## config.mk

```make
export PLATFORM = sky130hd
export DESIGN_NAME = tile_map_quad_generator
export DESIGN_NICKNAME = d
export VERILOG_FILES = /design/src/design/tmqg_pkg.sv /design/src/design/tile_map_quad_generator.sv /design/src/design/tmqg_div.sv /design/src/design/tmqg_mul.sv
export SDC_FILE = /design/constraint.sdc
export NUM_CORES = 1
export LEC_CHECK = 0
export ABC_AREA = 1
export CAP_MARGIN = 30
export CORE_AREA = 5 5 196 198
export DETAILED_ROUTE_END_ITERATION = 8
export DIE_AREA = 0 0 201 203
export DONT_BUFFER_PORTS = 1
export PLACE_DENSITY = 0.73
export SYNTH_ARGS = -nofsm -noshare
export SYNTH_HDL_FRONTEND = slang
export SYNTH_HIERARCHICAL = 1
export SYNTH_SLANG_ARGS = --single-unit
```

## constraint.sdc

```tcl
create_clock -name clk -period 4.9 [get_ports clk]
set_input_delay 0.98 -clock clk [delete_from_list [all_inputs] [get_ports clk]]
set_output_delay 0.98 -clock clk [all_outputs]
set_load 0.005 [all_outputs]
```

## src/design/tmqg_pkg.sv

```systemverilog
package tmqg_pkg;

	// Field widths
	localparam int W_ID   = 17;
	localparam int W_SLOT = 18;
	localparam int W_POS  = 17;
	localparam int W_TU   = 17;
	localparam int W_TV   = 25;
	localparam int W_CFG  = 9;
	localparam int W_IDX  = 2;

	// Atlas split: 16-bit tile number over a divisor of at most 256
	localparam int W_QUO = 16;
	localparam int W_REM = 8;

	// Largest tile size and atlas width taken as is
	localparam int unsigned CFG_LIMIT = 256;

	// Configuration register indexes
	localparam logic [W_IDX-1:0] CFG_MAP_COLUMNS   = 2'd0;
	localparam logic [W_IDX-1:0] CFG_MAP_ROWS      = 2'd1;
	localparam logic [W_IDX-1:0] CFG_TILE_SIZE     = 2'd2;
	localparam logic [W_IDX-1:0] CFG_ATLAS_COLUMNS = 2'd3;

	// Corner codes, in emission order
	localparam logic [1:0] CORNER_TL = 2'd0;
	localparam logic [1:0] CORNER_TR = 2'd1;
	localparam logic [1:0] CORNER_BR = 2'd2;
	localparam logic [1:0] CORNER_BL = 2'd3;

	// Multiplier passes of one tile
	typedef enum logic [2:0] {
		OP_ROW_COLS = 3'd0,
		OP_COL_TS   = 3'd1,
		OP_ROW_TS   = 3'd2,
		OP_TU_TS    = 3'd3,
		OP_TV_TS    = 3'd4
	} mul_op_t;

	localparam logic [2:0] NUM_OPS = 3'd5;

	typedef struct packed {
		logic    valid;
		mul_op_t op;
	} mul_tag_t;

	// Zero acts as one, anything above hi acts as hi
	function automatic logic [W_CFG-1:0] clamp_cfg(logic [W_CFG-1:0] v, int unsigned hi);
		logic [W_CFG-1:0] r;
		if (v == '0) begin
			r = W_CFG'(1);
		end else if (32'(v) > hi) begin
			r = W_CFG'(hi);
		end else begin
			r = v;
		end
		return r;
	endfunction

endpackage

```

## src/design/tile_map_quad_generator.sv

```systemverilog
// Tile map quad generator. Each accepted tile number yields four corner vertices (top-left,
// top-right, bottom-right, bottom-left) carrying vertex slot, screen position, atlas texture
// coordinate, a visible flag and a last-corner flag. Tiles are walked column by column and
// down the rows within each column; the walk wraps after the last tile and restarts whenever
// map_columns or map_rows is written. A tile is accepted, split by the bit-serial divider into
// atlas column and row, handed over, run through the shared registered multiplier for five
// products, and sent as four output beats. in_ready is high only between tiles. A negative
// tile number gives an empty tile: zero texture coordinates, visible low.
// The configuration port is always ready; writes belong in idle time.
module tile_map_quad_generator #(
	parameter int MAX_MAP_DIM = 256
) (
	input  logic                               clk,
	input  logic                               arst_n,
	input  logic                               cfg_valid,
	output logic                               cfg_ready,
	input  logic [tmqg_pkg::W_IDX-1:0]         cfg_index,
	input  logic [tmqg_pkg::W_CFG-1:0]         cfg_data,
	input  logic                               in_valid,
	output logic                               in_ready,
	input  logic signed [tmqg_pkg::W_ID-1:0]   tile_id,
	output logic                               out_valid,
	input  logic                               out_ready,
	output logic [tmqg_pkg::W_SLOT-1:0]        vertex_slot,
	output logic [tmqg_pkg::W_POS-1:0]         pos_x,
	output logic [tmqg_pkg::W_POS-1:0]         pos_y,
	output logic [tmqg_pkg::W_TU-1:0]          tex_u,
	output logic [tmqg_pkg::W_TV-1:0]          tex_v,
	output logic                               visible,
	output logic                               last_corner
);
	import tmqg_pkg::*;

	localparam int CNT_W  = $clog2(MAX_MAP_DIM);
	localparam int AW     = (CNT_W > W_QUO) ? CNT_W : W_QUO;
	localparam int PW     = AW + W_CFG;
	localparam int BASE_W = W_SLOT - 2;

	typedef enum logic [3:0] {
		S_IDLE = 4'b0001,
		S_DIV  = 4'b0010,
		S_MUL  = 4'b0100,
		S_EMIT = 4'b1000
	} state_t;

	state_t            state_q;
	logic [W_CFG-1:0]  map_cols_q, map_rows_q, tile_size_q, atlas_cols_q;
	logic [W_CFG-1:0]  cols_eff, rows_eff, ts_eff, ac_eff;
	logic [CNT_W-1:0]  col_cnt_q, row_cnt_q;
	logic [CNT_W:0]    col_next, row_next;
	logic [CNT_W-1:0]  item_col_q, item_row_q;
	logic              empty_q;
	logic              in_accept, cfg_accept;
	logic              div_done;
	logic [W_QUO-1:0]  div_quo;
	logic [W_REM-1:0]  div_rem;
	logic [2:0]        step_q;
	mul_tag_t          issue, mul_tag;
	logic [PW-1:0]     mul_prod;
	logic [BASE_W-1:0] base_q;
	logic [W_POS-1:0]  px_q, py_q;
	logic [W_TU-1:0]   tu_ts_q;
	logic [W_TV-1:0]   tv_ts_q;
	logic [1:0]        corner_q;
	logic              emit_load;
	logic              dx, dy;
	logic [W_CFG-1:0]  ts_x, ts_y;
	logic              out_valid_q;
	logic [W_SLOT-1:0] slot_q;
	logic [W_POS-1:0]  pos_x_q, pos_y_q;
	logic [W_TU-1:0]   tex_u_q;
	logic [W_TV-1:0]   tex_v_q;
	logic              visible_q, last_q;

	assign cols_eff = clamp_cfg(map_cols_q, MAX_MAP_DIM);
	assign rows_eff = clamp_cfg(map_rows_q, MAX_MAP_DIM);
	assign ts_eff   = clamp_cfg(tile_size_q, CFG_LIMIT);
	assign ac_eff   = clamp_cfg(atlas_cols_q, CFG_LIMIT);

	assign cfg_ready  = 1'b1;
	assign cfg_accept = cfg_valid && cfg_ready;
	assign in_ready   = (state_q == S_IDLE);
	assign in_accept  = in_valid && in_ready;

	assign row_next = (CNT_W+1)'(row_cnt_q) + (CNT_W+1)'(1);
	assign col_next = (CNT_W+1)'(col_cnt_q) + (CNT_W+1)'(1);

	// Configuration registers and the tile walk counters
	always_ff @(posedge clk or negedge arst_n) begin
		if (!arst_n) begin
			map_cols_q   <= W_CFG'(1);
			map_rows_q   <= W_CFG'(1);
			tile_size_q  <= W_CFG'(16);
			atlas_cols_q <= W_CFG'(1);
			col_cnt_q    <= '0;
			row_cnt_q    <= '0;
		end else if (cfg_accept) begin
			unique case (cfg_index)
				CFG_MAP_COLUMNS: begin
					map_cols_q <= cfg_data;
					col_cnt_q  <= '0;
					row_cnt_q  <= '0;
				end
				CFG_MAP_ROWS: begin
					map_rows_q <= cfg_data;
					col_cnt_q  <= '0;
					row_cnt_q  <= '0;
				end
				CFG_TILE_SIZE:     tile_size_q  <= cfg_data;
				CFG_ATLAS_COLUMNS: atlas_cols_q <= cfg_data;
				default: ;
			endcase
		end else if (in_accept) begin
			if (32'(row_next) >= 32'(rows_eff)) begin
				row_cnt_q <= '0;
				col_cnt_q <= (32'(col_next) >= 32'(cols_eff)) ? '0 : CNT_W'(col_next);
			end else begin
				row_cnt_q <= CNT_W'(row_next);
			end
		end
	end

	// Hold the tile position and kind for the whole item
	always_ff @(posedge clk) begin
		if (in_accept) begin
			item_col_q <= col_cnt_q;
			item_row_q <= row_cnt_q;
			empty_q    <= tile_id[W_ID-1];
		end
	end

	tmqg_div u_div (
		.clk       (clk),
		.arst_n    (arst_n),
		.start     (in_accept),
		.dividend  (W_QUO'(tile_id)),
		.divisor   (ac_eff),
		.done      (div_done),
		.quotient  (div_quo),
		.remainder (div_rem)
	);

	// Issue one multiplier pass a cycle while in the multiply phase
	assign issue.valid = (state_q == S_MUL) && (step_q != NUM_OPS);
	assign issue.op    = mul_op_t'(step_q);

	tmqg_mul #(
		.CNT_W (CNT_W)
	) u_mul (
		.clk        (clk),
		.arst_n     (arst_n),
		.issue      (issue),
		.col        (item_col_q),
		.row        (item_row_q),
		.tu         (div_rem),
		.tv         (div_quo),
		.cols       (cols_eff),
		.ts         (ts_eff),
		.tag_s1     (mul_tag),
		.product_s1 (mul_prod)
	);

	// Capture products into the per-tile base values
	always_ff @(posedge clk) begin
		if (mul_tag.valid) begin
			case (mul_tag.op)
				OP_ROW_COLS: base_q  <= BASE_W'(PW'(item_col_q) + mul_prod);
				OP_COL_TS:   px_q    <= W_POS'(mul_prod);
				OP_ROW_TS:   py_q    <= W_POS'(mul_prod);
				OP_TU_TS:    tu_ts_q <= W_TU'(mul_prod);
				OP_TV_TS:    tv_ts_q <= W_TV'(mul_prod);
				default: ;
			endcase
		end
	end

	assign emit_load = (state_q == S_EMIT) && (!out_valid_q || out_ready);

	// Sequencer
	always_ff @(posedge clk or negedge arst_n) begin
		if (!arst_n) begin
			state_q  <= S_IDLE;
			step_q   <= '0;
			corner_q <= CORNER_TL;
		end else begin
			unique case (state_q)
				S_IDLE: begin
					if (in_accept) begin
						state_q <= S_DIV;
					end
				end
				S_DIV: begin
					if (div_done) begin
						state_q <= S_MUL;
						step_q  <= '0;
					end
				end
				S_MUL: begin
					if (issue.valid) begin
						step_q <= step_q + 3'd1;
					end
					if (mul_tag.valid && mul_tag.op == OP_TV_TS) begin
						state_q  <= S_EMIT;
						corner_q <= CORNER_TL;
					end
				end
				S_EMIT: begin
					if (emit_load) begin
						corner_q <= corner_q + 2'd1;
						if (corner_q == CORNER_BL) begin
							state_q <= S_IDLE;
						end
					end
				end
				default: state_q <= S_IDLE;
			endcase
		end
	end

	// Corner offsets: right edge on TR and BR, bottom edge on BR and BL
	assign dx   = (corner_q == CORNER_TR) || (corner_q == CORNER_BR);
	assign dy   = (corner_q == CORNER_BR) || (corner_q == CORNER_BL);
	assign ts_x = dx ? ts_eff : '0;
	assign ts_y = dy ? ts_eff : '0;

	// Output register: advance when empty or taken
	always_ff @(posedge clk or negedge arst_n) begin
		if (!arst_n) begin
			out_valid_q <= 1'b0;
		end else if (emit_load) begin
			out_valid_q <= 1'b1;
		end else if (out_ready) begin
			out_valid_q <= 1'b0;
		end
	end

	always_ff @(posedge clk) begin
		if (emit_load) begin
			slot_q    <= {base_q, corner_q};
			pos_x_q   <= px_q + W_POS'(ts_x);
			pos_y_q   <= py_q + W_POS'(ts_y);
			tex_u_q   <= empty_q ? '0 : tu_ts_q + W_TU'(ts_x);
			tex_v_q   <= empty_q ? '0 : tv_ts_q + W_TV'(ts_y);
			visible_q <= !empty_q;
			last_q    <= (corner_q == CORNER_BL);
		end
	end

	assign out_valid   = out_valid_q;
	assign vertex_slot = slot_q;
	assign pos_x       = pos_x_q;
	assign pos_y       = pos_y_q;
	assign tex_u       = tex_u_q;
	assign tex_v       = tex_v_q;
	assign visible     = visible_q;
	assign last_corner = last_q;

	// The divider finishes only while the sequencer waits for it
	assert property (@(posedge clk) disable iff (!arst_n)
		div_done |-> state_q == S_DIV)
		else $error("divider finished outside the divide phase");

	// Products return only during the multiply phase
	assert property (@(posedge clk) disable iff (!arst_n)
		mul_tag.valid |-> state_q == S_MUL)
		else $error("multiplier result outside the multiply phase");

	// Walk counters stay inside the map
	assert property (@(posedge clk) disable iff (!arst_n)
		(32'(row_cnt_q) < 32'(rows_eff)) && (32'(col_cnt_q) < 32'(cols_eff)))
		else $error("tile walk counter beyond map size");

	// A new tile is taken only once its last corner has been loaded
	assert property (@(posedge clk) disable iff (!arst_n)
		in_accept && $past(state_q) == S_EMIT |-> $past(emit_load) && $past(corner_q) == CORNER_BL)
		else $error("tile accepted before all corners were issued");

endmodule

```

## src/design/tmqg_div.sv

```systemverilog
module tmqg_div (
	input  logic                         clk,
	input  logic                         arst_n,
	input  logic                         start,
	input  logic [tmqg_pkg::W_QUO-1:0]   dividend,
	input  logic [tmqg_pkg::W_CFG-1:0]   divisor,
	output logic                         done,
	output logic [tmqg_pkg::W_QUO-1:0]   quotient,
	output logic [tmqg_pkg::W_REM-1:0]   remainder
);
	import tmqg_pkg::*;

	localparam int CNT_W = $clog2(W_QUO + 1);

	logic [CNT_W-1:0] cnt_q;
	logic             done_q;
	logic [W_QUO-1:0] quo_q;
	logic [W_REM-1:0] rem_q;
	logic [W_REM:0]   trial;
	logic             fits;

	// Shift in the next dividend bit and try the subtraction
	assign trial = {rem_q, quo_q[W_QUO-1]};
	assign fits  = trial >= (W_REM+1)'(divisor);

	// Step control: one quotient bit a cycle
	always_ff @(posedge clk or negedge arst_n) begin
		if (!arst_n) begin
			cnt_q  <= '0;
			done_q <= 1'b0;
		end else begin
			done_q <= !start && (cnt_q == CNT_W'(1));
			if (start) begin
				cnt_q <= CNT_W'(W_QUO);
			end else if (cnt_q != '0) begin
				cnt_q <= cnt_q - CNT_W'(1);
			end
		end
	end

	// Partial remainder and quotient
	always_ff @(posedge clk) begin
		if (start) begin
			quo_q <= dividend;
			rem_q <= '0;
		end else if (cnt_q != '0) begin
			quo_q <= {quo_q[W_QUO-2:0], fits};
			rem_q <= fits ? W_REM'(trial - (W_REM+1)'(divisor)) : W_REM'(trial);
		end
	end

	assign done      = done_q;
	assign quotient  = quo_q;
	assign remainder = rem_q;

endmodule

```

## src/design/tmqg_mul.sv

```systemverilog
module tmqg_mul #(
	parameter  int CNT_W = 8,
	localparam int AW    = (CNT_W > tmqg_pkg::W_QUO) ? CNT_W : tmqg_pkg::W_QUO,
	localparam int PW    = AW + tmqg_pkg::W_CFG
) (
	input  logic                         clk,
	input  logic                         arst_n,
	input  tmqg_pkg::mul_tag_t           issue,
	input  logic [CNT_W-1:0]             col,
	input  logic [CNT_W-1:0]             row,
	input  logic [tmqg_pkg::W_REM-1:0]   tu,
	input  logic [tmqg_pkg::W_QUO-1:0]   tv,
	input  logic [tmqg_pkg::W_CFG-1:0]   cols,
	input  logic [tmqg_pkg::W_CFG-1:0]   ts,
	output tmqg_pkg::mul_tag_t           tag_s1,
	output logic [PW-1:0]                product_s1
);
	import tmqg_pkg::*;

	logic [AW-1:0]    a_sel;
	logic [W_CFG-1:0] b_sel;

	// Pick operands for this pass
	always_comb begin
		unique case (issue.op)
			OP_ROW_COLS: begin a_sel = AW'(row); b_sel = cols; end
			OP_COL_TS:   begin a_sel = AW'(col); b_sel = ts;   end
			OP_ROW_TS:   begin a_sel = AW'(row); b_sel = ts;   end
			OP_TU_TS:    begin a_sel = AW'(tu);  b_sel = ts;   end
			OP_TV_TS:    begin a_sel = AW'(tv);  b_sel = ts;   end
			default:     begin a_sel = '0;       b_sel = '0;   end
		endcase
	end

	// Tag travels with the product
	always_ff @(posedge clk or negedge arst_n) begin
		if (!arst_n) begin
			tag_s1 <= '0;
		end else begin
			tag_s1 <= issue;
		end
	end

	always_ff @(posedge clk) begin
		product_s1 <= PW'(a_sel) * PW'(b_sel);
	end

endmodule

```

* Word level (Yosys, flattened, before mapping)
Index checks and enable logic that the tools add are counted.
** Storage, ports and cells
- Flip-flop bits (word level) :: 326
- Bits in latches :: 0
- Bits in writable memories :: 0
- ROM bits :: 0
- Input port bits :: 33
- Output and inout port bits :: 99
- Memories kept :: 0
** Operators by class
- $add $sub $neg :: 11
- $mul :: 1
- Divide/modulo/power cells :: 0
- Order comparisons :: 7
- Equal/unequal tests :: 27
- Shift-type cells :: 0
- Muxes and demuxes :: 39
- Bitwise gates (word level) :: 0
- Reduce and logical (&&, ||, !) cells :: 42
** Operator list (count)
- $mux W9 :: 10
- $mux W8 :: 9
- $pmux W16 S4 :: 1
- $add A17 B9 Y17 :: 3
- $gt A9 B9 Y1 const B :: 4
- $logic_not A9 Y1 :: 4
- $mux W16 :: 2
- $ge A9 B9 Y1 :: 3
- $add A25 B9 Y25 :: 1
- $mul A16 B9 Y25 :: 1
- $mux W4 :: 5
- $reduce_and A2 Y1 :: 10
- $add A8 B1 Y9 const B :: 2
- $pmux W9 S2 :: 1
- $add A8 B16 Y16 :: 1
- $pmux W4 S4 :: 1
- $eq A3 B2 Y1 const B :: 4
- $reduce_bool A2 Y1 :: 6
- $mux W5 :: 2
- $ne A2 B1 Y1 const B :: 5
- $reduce_and A3 Y1 :: 3
- $eq A2 B2 Y1 const B :: 4
- $sub A8 B8 Y8 :: 1
- $eq A3 B1 Y1 const B :: 2
- 26 further kinds :: 42

* Depth between registers and ports, before layout
Gate-level depths: netlist of the first run.
- Depth in word-level cells :: 8
- Depth in mapped cells :: 28
- Mapped depth without buffers :: 28

* Cells and area by module
The synthesis of the first run kept the hierarchy.
** Modules (own cells, without submodules)
- tile_map_quad_generator :: times used 1, cells an instance 1351, area an instance 13385.3 µm², seq. area each 7713.6 µm²
- tmqg_mul :: times used 1, cells an instance 794, area an instance 5870.6 µm², seq. area each 600.6 µm²
- tmqg_div :: times used 1, cells an instance 255, area an instance 1916.8 µm², seq. area each 790.8 µm²

* Worst setup path before layout of the first run
Ideal clock, no wire load.
- Path type :: in2reg
- Start point :: input out_ready
- End point :: register last_q, in the netlist last_corner, enable pin
- Setup time :: 0.553 ns
- Data arrival time :: 5.060 ns
- Required time :: 4.347 ns
- Slack :: -0.714 ns
- Cell stages on the path :: 2
- Buffers on the path :: 0
- Cell sequence :: nor2_1 -> nor2_1
** On the way
- Cells in the longest elaborated chain, start to end :: 2
** Ends and longest elaborated chain
- from (decl) :: RTL line tile_map_quad_generator.sv:23 : input logic out_ready,
- $logic_or A1 B1 Y1 :: RTL line tile_map_quad_generator.sv:177 : assign emit_load = (state_q == S_EMIT) && (!out_valid_q || out_ready);
- $logic_and A1 B1 Y1 :: RTL line tile_map_quad_generator.sv:177
- via emit_load :: RTL line tile_map_quad_generator.sv:65 : logic emit_load;
- to (signal assigned) :: RTL line tile_map_quad_generator.sv:245 : last_q <= (corner_q == CORNER_BL);
- to (decl) :: RTL line tile_map_quad_generator.sv:73 : logic visible_q, last_q;
The timed path passes the listed nets, and every way through them passes these cells.
A chain may end at the register's enable or synchronous reset.

* Worst setup path after layout of the first run
- Start point :: register tile_size_q[5]
- End point :: register u_mul.product_s1[21]
** On the way
- Cells in the longest elaborated chain, start to end :: 5
- Elaborated cells between the ends (all ways) :: 6
- Classes of those cells :: mul (1); order compare (1); mux (3); reduce/logical (1)
** Ends and longest elaborated chain
- from (decl) :: RTL line tile_map_quad_generator.sv:47 : logic [W_CFG-1:0] map_cols_q, map_rows_q, tile_size_q, atlas_cols_q;
- from (signal assigned) :: RTL line tile_map_quad_generator.sv:109 : CFG_TILE_SIZE: tile_size_q <= cfg_data;
- $gt A9 B9 Y1 :: RTL line tmqg_pkg.sv:52 : end else if (32'(v) > hi) begin
- $mux W9 :: RTL line tmqg_pkg.sv:52
- $mux W9 (*) :: RTL line tmqg_pkg.sv:50 : if (v == '0) begin
- via ts_eff[2] :: RTL line tile_map_quad_generator.sv:48 : logic [W_CFG-1:0] cols_eff, rows_eff, ts_eff, ac_eff;
- $pmux W9 S2 (*) :: RTL line tmqg_mul.sv:25 : unique case (issue.op)
- $mul A16 B9 Y25 (*) :: RTL line tmqg_mul.sv:45 : product_s1 <= PW'(a_sel) * PW'(b_sel);
- to (signal assigned) :: RTL line tmqg_mul.sv:45
- to (decl) :: RTL line tmqg_mul.sv:16 : output logic [PW-1:0] product_s1
Mark *: on every way through the listed nets, which the timed path passes. The rest lies on a longest branch.

==> Implementation_results.wiki, run 1 <==
{| class="wikitable"
! Metric !! Value
|-
| Run status || complete, but fails checks
|-
| Failing checks || setup timing
|-
| Net switching power || 3.48 mW
|-
| Worst Slack Setup Final || -0.0457 ns
|-
| Clock buffers created by TritonCTS || 36
|-
| Width of the die || 201 µm
|-
| Area growth syn-to-layout || 15.7%
|-
| Internal power of the cells || 6.16 mW
|-
| Mean area per synthesized cell || 8.82 µm²
|-
| Critical R2R Launch || tile_size_q[5]
|-
| Critical Path Most Common Cell || nand2_2
|-
| Initial Utilization || 58.3%
|-
| Core box area || 36,300 µm²
|-
| Antenna diode count || 0
|-
| Number of distinct standard cells referenced by the synthesized netlist || 57
|-
| Crit path max fanout || 5
|-
| Cell accounting for the most synthesized area || edfxtp_1
|-
| Critical path buffer and inverter count || 6
|-
| Floorplan die area || 40,800 µm²
|-
| Longest individual stage delay on the worst path || 0.55 ns
|-
| Post-Syn Instances || 2,400
|-
| Top_reg_cell synth || edfxtp_1
|-
| Category of cells accounting for the largest share of critical-path delay || adder cells
|-
| Sequential fraction of the synthesis area || 43.0%
|-
| FF+latch count, synth || 326
|-
| Sort of element at the end of the critical path || register
|-
| Std-Cell Rows || 70
|-
| Cell Pwr Density || 393 nW/µm²
|-
| Remaining DRCs || 0
|-
| Instance area after placement || 22,400 µm²
|-
| Number of flops mapped to enable cells by yosys || 221
|-
| Area of combinational cells with multiple inputs || 11,000 µm²
|-
| Crit share post-route || 101%
|-
| Setup repair after global routing missed its margin || yes
|-
| Type of the worst setup path || reg -> reg
|-
| Total of hold buffers inserted after clock tree synthesis || 0
|-
| Transition time at the pin with the least slew margin || 1.05 ns
|-
| Iter 0 DRT Violations || 1,121
|-
| Highest attainable clock frequency || 0.202 GHz
|-
| Reg2reg end || u_mul/product_s1[21]
|-
| Required time of the critical path || 5.35 ns
|-
| Worst slew slack as a fraction of its limit || 29.9%
|-
| Hold crit path type || in -> async
|-
| Register cell area after layout || 9100 µm²
|-
| Avg WL per Cell || 17.4 µm
|-
| Max Cap Viol || 0
|-
| Wire length of the first global-routing pass || 84,900 µm
|-
| Worst-case hold slack || 0.107 ns
|-
| Clock insertion delay at the later pin of the skew report || 0.57 ns
|-
| Finished Cell Area || 24,500 µm²
|-
| Slowest-stage cell, CP || fa_1
|-
| Share of total power in sequential cells || 38.6%
|-
| Final-report hold violation count || 0
|-
| Element type at the critical path start || register
|-
| Shortest clock period the worst path allows after layout || 4.95 ns
|-
| Final Skew || 0.0340 ns
|-
| Via total after detailed routing || 16,300
|-
| Sinks on the clock net || 326
|-
| Worst-case vdd ir drop || 0.000315 V
|-
| Leakage power of the design || 11.6 nW
|-
| Post-placement worst setup slack || -0.270 ns
|-
| Count of buffers inserted at the top-level ports || 0
|-
| CTS tree || yes
|-
| Largest net degree at the start of global routing || 73
|-
| Detail-routed via count per cell || 5.39
|-
| Buffer cell driving the clock tree root || clkbuf_16
|-
| Leading post-synthesis cells by cell area || edfxtp_1, nand2_1, fa_1
|-
| R2R setup slack || -0.05 ns
|-
| Final routed wirelength across all metal layers || 52,800 µm
|-
| Ys async rst share || 22.1%
|-
| Clock power share || 28.6%
|-
| Share of final-layout standard cells stronger than drive strength 1 || 17.3%
|-
| Final Max Tran Viols || 0
|-
| Total power after layout || 9.63 mW
|-
| Detailed Place HPWL || 40,900 µm
|-
| Maximum buffer depth of the clock tree || 3
|-
| Die Y || 203 µm
|-
| Startpoint of the worst setup timing path || tile_size_q[5]
|-
| Overflow left after global routing || 0
|-
| Arr. time, crit path || 5.39 ns
|-
| Antenna violation net count after detailed routing || 0
|-
| CTS H-tree depth || 2
|-
| Antenna violations before repair || 0
|-
| Filler Cell Count || 2,820
|-
| Clock-pin slew reported for the worst setup and hold paths after clock tree synthesis || 0.06 ns
|-
| Synth Warn # || 6
|-
| FF-to-FF path depth || 25
|-
| RePlAce Congestion || 0.943
|-
| Number of endpoints failing setup at the final stage || 5
|-
| Count of pins on the block boundary || 132
|-
| Via count of the first global-routing pass || 16,200
|-
| # nets final || 2,794
|-
| Total nets after synthesis || 2,661
|-
| Area fraction of the dominant cell type after synthesis || 31.3%
|-
| Total Neg Setup Slack || -0.118 ns
|-
| TritonRoute pass-1 iters || 5
|-
| Gr usage total || 26.0%
|-
| Cell area after synthesis || 21,200 µm²
|-
| Gate power share || 32.8%
|-
| Switching share of total power || 36.1%
|}
## cell type report
class                           count  area share, %
Clock inverter                     21          0.960
Clock buffer                       45           4.02
Multi-Input combinational cell   1620           44.7
Inverter                          425           6.57
Sequential cell                   326           37.2
Tap cell                          468           2.39
Timing Repair Buffer              124           4.17
## placed cells by master, fill, tap and decap left out, types with 45 or more instances in the layout
cell type / count
dfrtp_1: 67
fa_1: 101
nand2_2: 70
inv_1: 375
buf_4: 115
ha_1: 111
edfxtp_1: 221
o21ai_0: 79
xor2_1: 45
inv_2: 45
nand3_1: 93
nor2_1: 228
a21oi_1: 92
nand2_1: 527
## kinds of logic (layout without fill, tap and decap cells)
group / Yosys count / count (layout) / share of synthesized area (%)
AND/OR/NAND/NOR: 1078 / 1078 / 21.8
AO/OA/AOI/OAI: 252 / 253 / 7.06
other: 1 / 1 / 0.0177
flip-flops: 326 / 326 / 43.0
buffers and inverters: 455 / 615 / 8.55
XOR/XNOR: 60 / 60 / 2.48
adder cells (fa/ha/maj): 228 / 228 / 17.1
## through the flow
stage	utilization, %	std cells
after detailed placement	61.7	2948
after CTS	65.7	3017
after floorplan	-	2400
final	67.4	3029
after global placement	61.7	2948
after global routing	67.4	3029
## power groups by stage
stage	sequential [mW]	clock (mW)	combinational [mW]
after floorplan	3.61	0	2.15
after global placement	3.76	0	2.89
after detailed placement	3.77	0	2.96
after CTS	3.72	2.81	3.04
after global routing	3.75	2.93	3.56
final	3.72	2.76	3.16
## sequential cells by signal, summed over array words and instances, names as in the netlist, 18 cells and up
name              count
u_mul/product_s1     25
tex_v                25
tv_ts_q              25
vertex_slot          18
## synthesized netlist by cell type (30+ instances only)
cell type    n
a21oi_1    102
dfrtp_1     67
dfxtp_1     33
edfxtp_1   221
fa_1       103
ha_1       125
inv_1      406
nand2_1    580
nand2_2     30
nand3_1    104
nor2_1     252
nor3_1      38
o21ai_0     88
xor2_1      47
## metal layers
layer | global-route usage [%] | vias up | share of wire [%]
met1 | 33.8 | 7721 | 42
li1 | - | 7962 | -
met3 | 4.79 | 115 | 6.0
met5 | 0 | - | 0
met2 | 43.6 | 541 | 48
met4 | 10.0 | 0 | 4.0
## repair_timing
| action | in CTS | in global routing |
|---|---|---|
| resized for setup | 49 | 151 |
| endpoints found under the setup margin | 18 | 18 |
| buffers inserted | 2 | 12 |
| pin swaps | 7 | 77 |
| gates cloned | 1 | 1 |
## how the worst max path moves through the flow
stage	endpoint	depth (start not counted)
after floorplan	u_mul/product_s1[21]	25
after global placement	u_mul/product_s1[16]	21
after detailed placement	u_mul/product_s1[19]	25
after CTS	u_mul/product_s1[21]	24
after global routing	u_mul/product_s1[23]	27
final	u_mul/product_s1[21]	25
Note: power is estimated with default switching activity, not from simulation.
==> run 2, diff against run 1 <==
CORE_AREA = 5 5 187 189   (was 5 5 196 198)
DIE_AREA = 0 0 192 194   (was 0 0 201 203)
GPL_TIMING_DRIVEN = 1   (was default)
MAX_ROUTING_LAYER = met4   (was default)
PLACE_DENSITY = 0.76   (was 0.73)
clock period = 5.2 ns   (was 4.9 ns; I/O delays follow)
==> Implementation_results.wiki, run 2 (synthesized netlist as in run 1, its figures left out) <==
{| class="wikitable"
! Metric !! Value
|-
| Run status || finished, final reports clean
|-
| Maximum buffer depth of the clock tree || 3 (unchanged)
|-
| Final Skew || 0.0155 ns (-0.0185 ns)
|-
| RePlAce Congestion || 0.996 (+5.7%)
|-
| Share of final-layout standard cells stronger than drive strength 1 || 11.5% (-5.8 points)
|-
| Clock-pin slew reported for the worst setup and hold paths after clock tree synthesis || 0.06 ns (about the same)
|-
| Longest individual stage delay on the worst path || 0.55 ns (about the same)
|-
| Leakage power of the design || 11.0 nW (-4.8%)
|-
| Crit path max fanout || 6 (+1)
|-
| Largest net degree at the start of global routing || 98 (+34%)
|-
| Avg WL per Cell || 17.2 µm (-1.6%)
|-
| Instance area after placement || 21,800 µm² (-3.0%)
|-
| Antenna violations before repair || 1 (+1)
|-
| FF-to-FF path depth || 27 (+8.0%)
|-
| Wire length of the first global-routing pass || 80,100 µm (-5.6%)
|-
| Final routed wirelength across all metal layers || 50,100 µm (-5.1%)
|-
| Reg2reg end || u_mul/product_s1[22]
|-
| Core box area || 33,100 µm² (-8.9%)
|-
| Floorplan die area || 37,200 µm² (-8.7%)
|-
| Filler-free cell count of the finished design || 2,922 (-3.5%)
|-
| Buffer cell driving the clock tree root || clkbuf_16
|-
| Overflow left after global routing || 0 (unchanged)
|-
| Commonest non-fill, non-tap cells in the layout || nand2_1, inv_1, nor2_1
|-
| Crit share post-route || 97.2% (-3.8 points)
|-
| Sort of element at the end of the critical path || register
|-
| Most frequent standard cell in the layout excluding fill and tap cells || nand2_1
|-
| Width of the die || 192 µm (-4.5%)
|-
| Filler Cell Count || 2,454 (-13%)
|-
| Worst-case vdd ir drop || 0.000332 V (+5.3%)
|-
| Remaining DRCs || 0 (unchanged)
|-
| Via count of the first global-routing pass || 15,700 (-3.5%)
|-
| Type of the worst setup path || reg -> reg
|-
| Clock buffers created by TritonCTS || 35 (-2.8%)
|-
| CTS tree || yes
|-
| Critical R2R Launch || map_cols_q[7]
|-
| Number of endpoints failing setup at the final stage || 0 (-5)
|-
| Sinks on the clock net || 326 (unchanged)
|-
| Detail-routed via count per cell || 5.50 (+2.0%)
|-
| Placed cell count || 2,846 (-3.5%)
|-
| # nets final || 2,708 (-3.1%)
|-
| Required time of the critical path || 5.62 ns (+0.27 ns)
|-
| Antenna violation net count after detailed routing || 0 (unchanged)
|-
| Slowest-stage cell, CP || fa_1
|-
| Via total after detailed routing || 16,100 (-1.6%)
|-
| Transition time at the pin with the least slew margin || 1.05 ns (+0.000898 ns)
|-
| Final core area utilization || 70.9% (+3.5 points)
|-
| Detailed Place HPWL || 38,700 µm (-5.3%)
|-
| Hold crit path type || in -> async
|-
| Final-report hold violation count || 0 (unchanged)
|-
| Cell Pwr Density || 371 nW/µm² (-5.6%)
|-
| R2R setup slack || 0.15 ns (+0.19 ns)
|-
| Finished Cell Area || 23,500 µm² (-4.2%)
|-
| Arr. time, crit path || 5.48 ns (+0.09 ns)
|-
| Count of pins on the block boundary || 132 (unchanged)
|-
| Max Cap Viol || 0 (unchanged)
|-
| CTS H-tree depth || 2 (unchanged)
|-
| Final Max Tran Viols || 0 (unchanged)
|-
| Element type at the critical path start || register
|-
| Count of buffers inserted at the top-level ports || 0 (unchanged)
|-
| Highest attainable clock frequency || 0.198 GHz (-2.1%)
|-
| Die Y || 194 µm (-4.4%)
|-
| Post-placement worst setup slack || -0.0596 ns (+0.210 ns)
|-
| TritonRoute pass-1 iters || 6 (+1)
|-
| Area growth syn-to-layout || 10.8%
|-
| Iter 0 DRT Violations || 1,193 (+6.4%)
|-
| Worst Slack Setup Final || 0.148 ns (+0.194 ns)
|-
| Worst slew slack as a fraction of its limit || 29.9% (-0.060 points)
|-
| Clock insertion delay at the later pin of the skew report || 0.54 ns (-0.03 ns)
|-
| Worst-case hold slack || 0.206 ns (+0.0990 ns)
|-
| Initial Utilization || 63.9% (+5.7 points)
|-
| Std-Cell Rows || 67 (-4.3%)
|-
| Gr usage total || 27.6% (+1.7 points)
|-
| Shortest clock period the worst path allows after layout || 5.05 ns (+0.106 ns)
|-
| Setup repair after global routing missed its margin || yes
|}
==> run 2: cell types whose count changed in the layout (fill, tap and decap cells not counted), sizes merged <==
cell	delta
buf	-85
clkinv	-1
clkbuf	+1
bufinv	-1
diode	+1
clkinvlp	-4
o22ai	-1
inv	+3
==> run 2: per-stage QoR <==
| step | power, mW | TNS (ns) |
|---|---|---|
| after floorplan | 5.43 | 0 |
| after global placement | 6.10 | 0 |
| after detailed placement | 6.18 | -0.0596 |
| after CTS | 8.63 | 0 |
| after global routing | 9.26 | -0.470 |
| final | 8.71 | 0 |
==> run 2: what timing repair did <==
action / in CTS / in global routing
pin swaps: 2 / 34
gates cloned: 0 / 2
hold buffers: 0 / 0
buffers inserted: 4 / 6
gates resized for setup: 0 / 114
hold endpoints to repair: 0 / 0
endpoints found under the setup margin: 10 / 15
==> run 2: report_power, final <==
group | total, mW | switching, mW | internal (mW)
Clock | 2.42 | 1.02 | 1.40
Combinational | 2.77 | 1.81 | 0.962
Sequential | 3.52 | 0.334 | 3.19
Total | 8.71 | 3.16 | 5.55
==> run 2: area by class of cell <==
| cell class | instances | area (µm²) | share of cell area, % |
|---|---|---|---|
| sequential | 326 | 9110 | 38.8 |
| clock buffer | 45 | 943 | 4.02 |
| antenna | 1 | 2.50 | 0.0107 |
| clock inverter | 18 | 173 | 0.736 |
| tap | 448 | 561 | 2.39 |
| timing repair buffer | 40 | 373 | 1.59 |
| multi-input combinational | 1619 | 10700 | 45.6 |
| inverter | 425 | 1610 | 6.87 |
==> run 2: worst max path at each step <==
stage | from | endpoint | slack (ns) | depth (start not counted)
2_1_floorplan | map_cols_q[4] | u_mul/product_s1[21] | 0.54 | 25
3_3_place_gp | tile_size_q[5] | u_mul/product_s1[22] | 0.13 | 22
3_5_place_dp | tile_size_q[5] | u_mul/product_s1[22] | -0.06 | 24
4_1_cts | tile_size_q[5] | u_mul/product_s1[22] | 0.05 | 24
5_1_grt | map_cols_q[7] | u_mul/product_s1[16] | -0.07 | 25
6_report | map_cols_q[7] | u_mul/product_s1[22] | 0.15 | 27
==> run 2: worst max-delay path: cells and delay by family, from the launching register on <==
family,cells,cell delay (ns)
flops,1,0.38
compound gates,2,0.44
simple gates,13,1.16
buf+inv,7,0.61
fa+ha+maj,5,2.34
==> run 2: per-layer routing <==
layer	vias up	routed length (µm)	global-route usage (%)
li1	7786	-	-
met1	7566	20800	35.6
met2	588	24200	44.6
met3	143	3100	4.32
met4	0	1980	10.2
met5	-	0	-
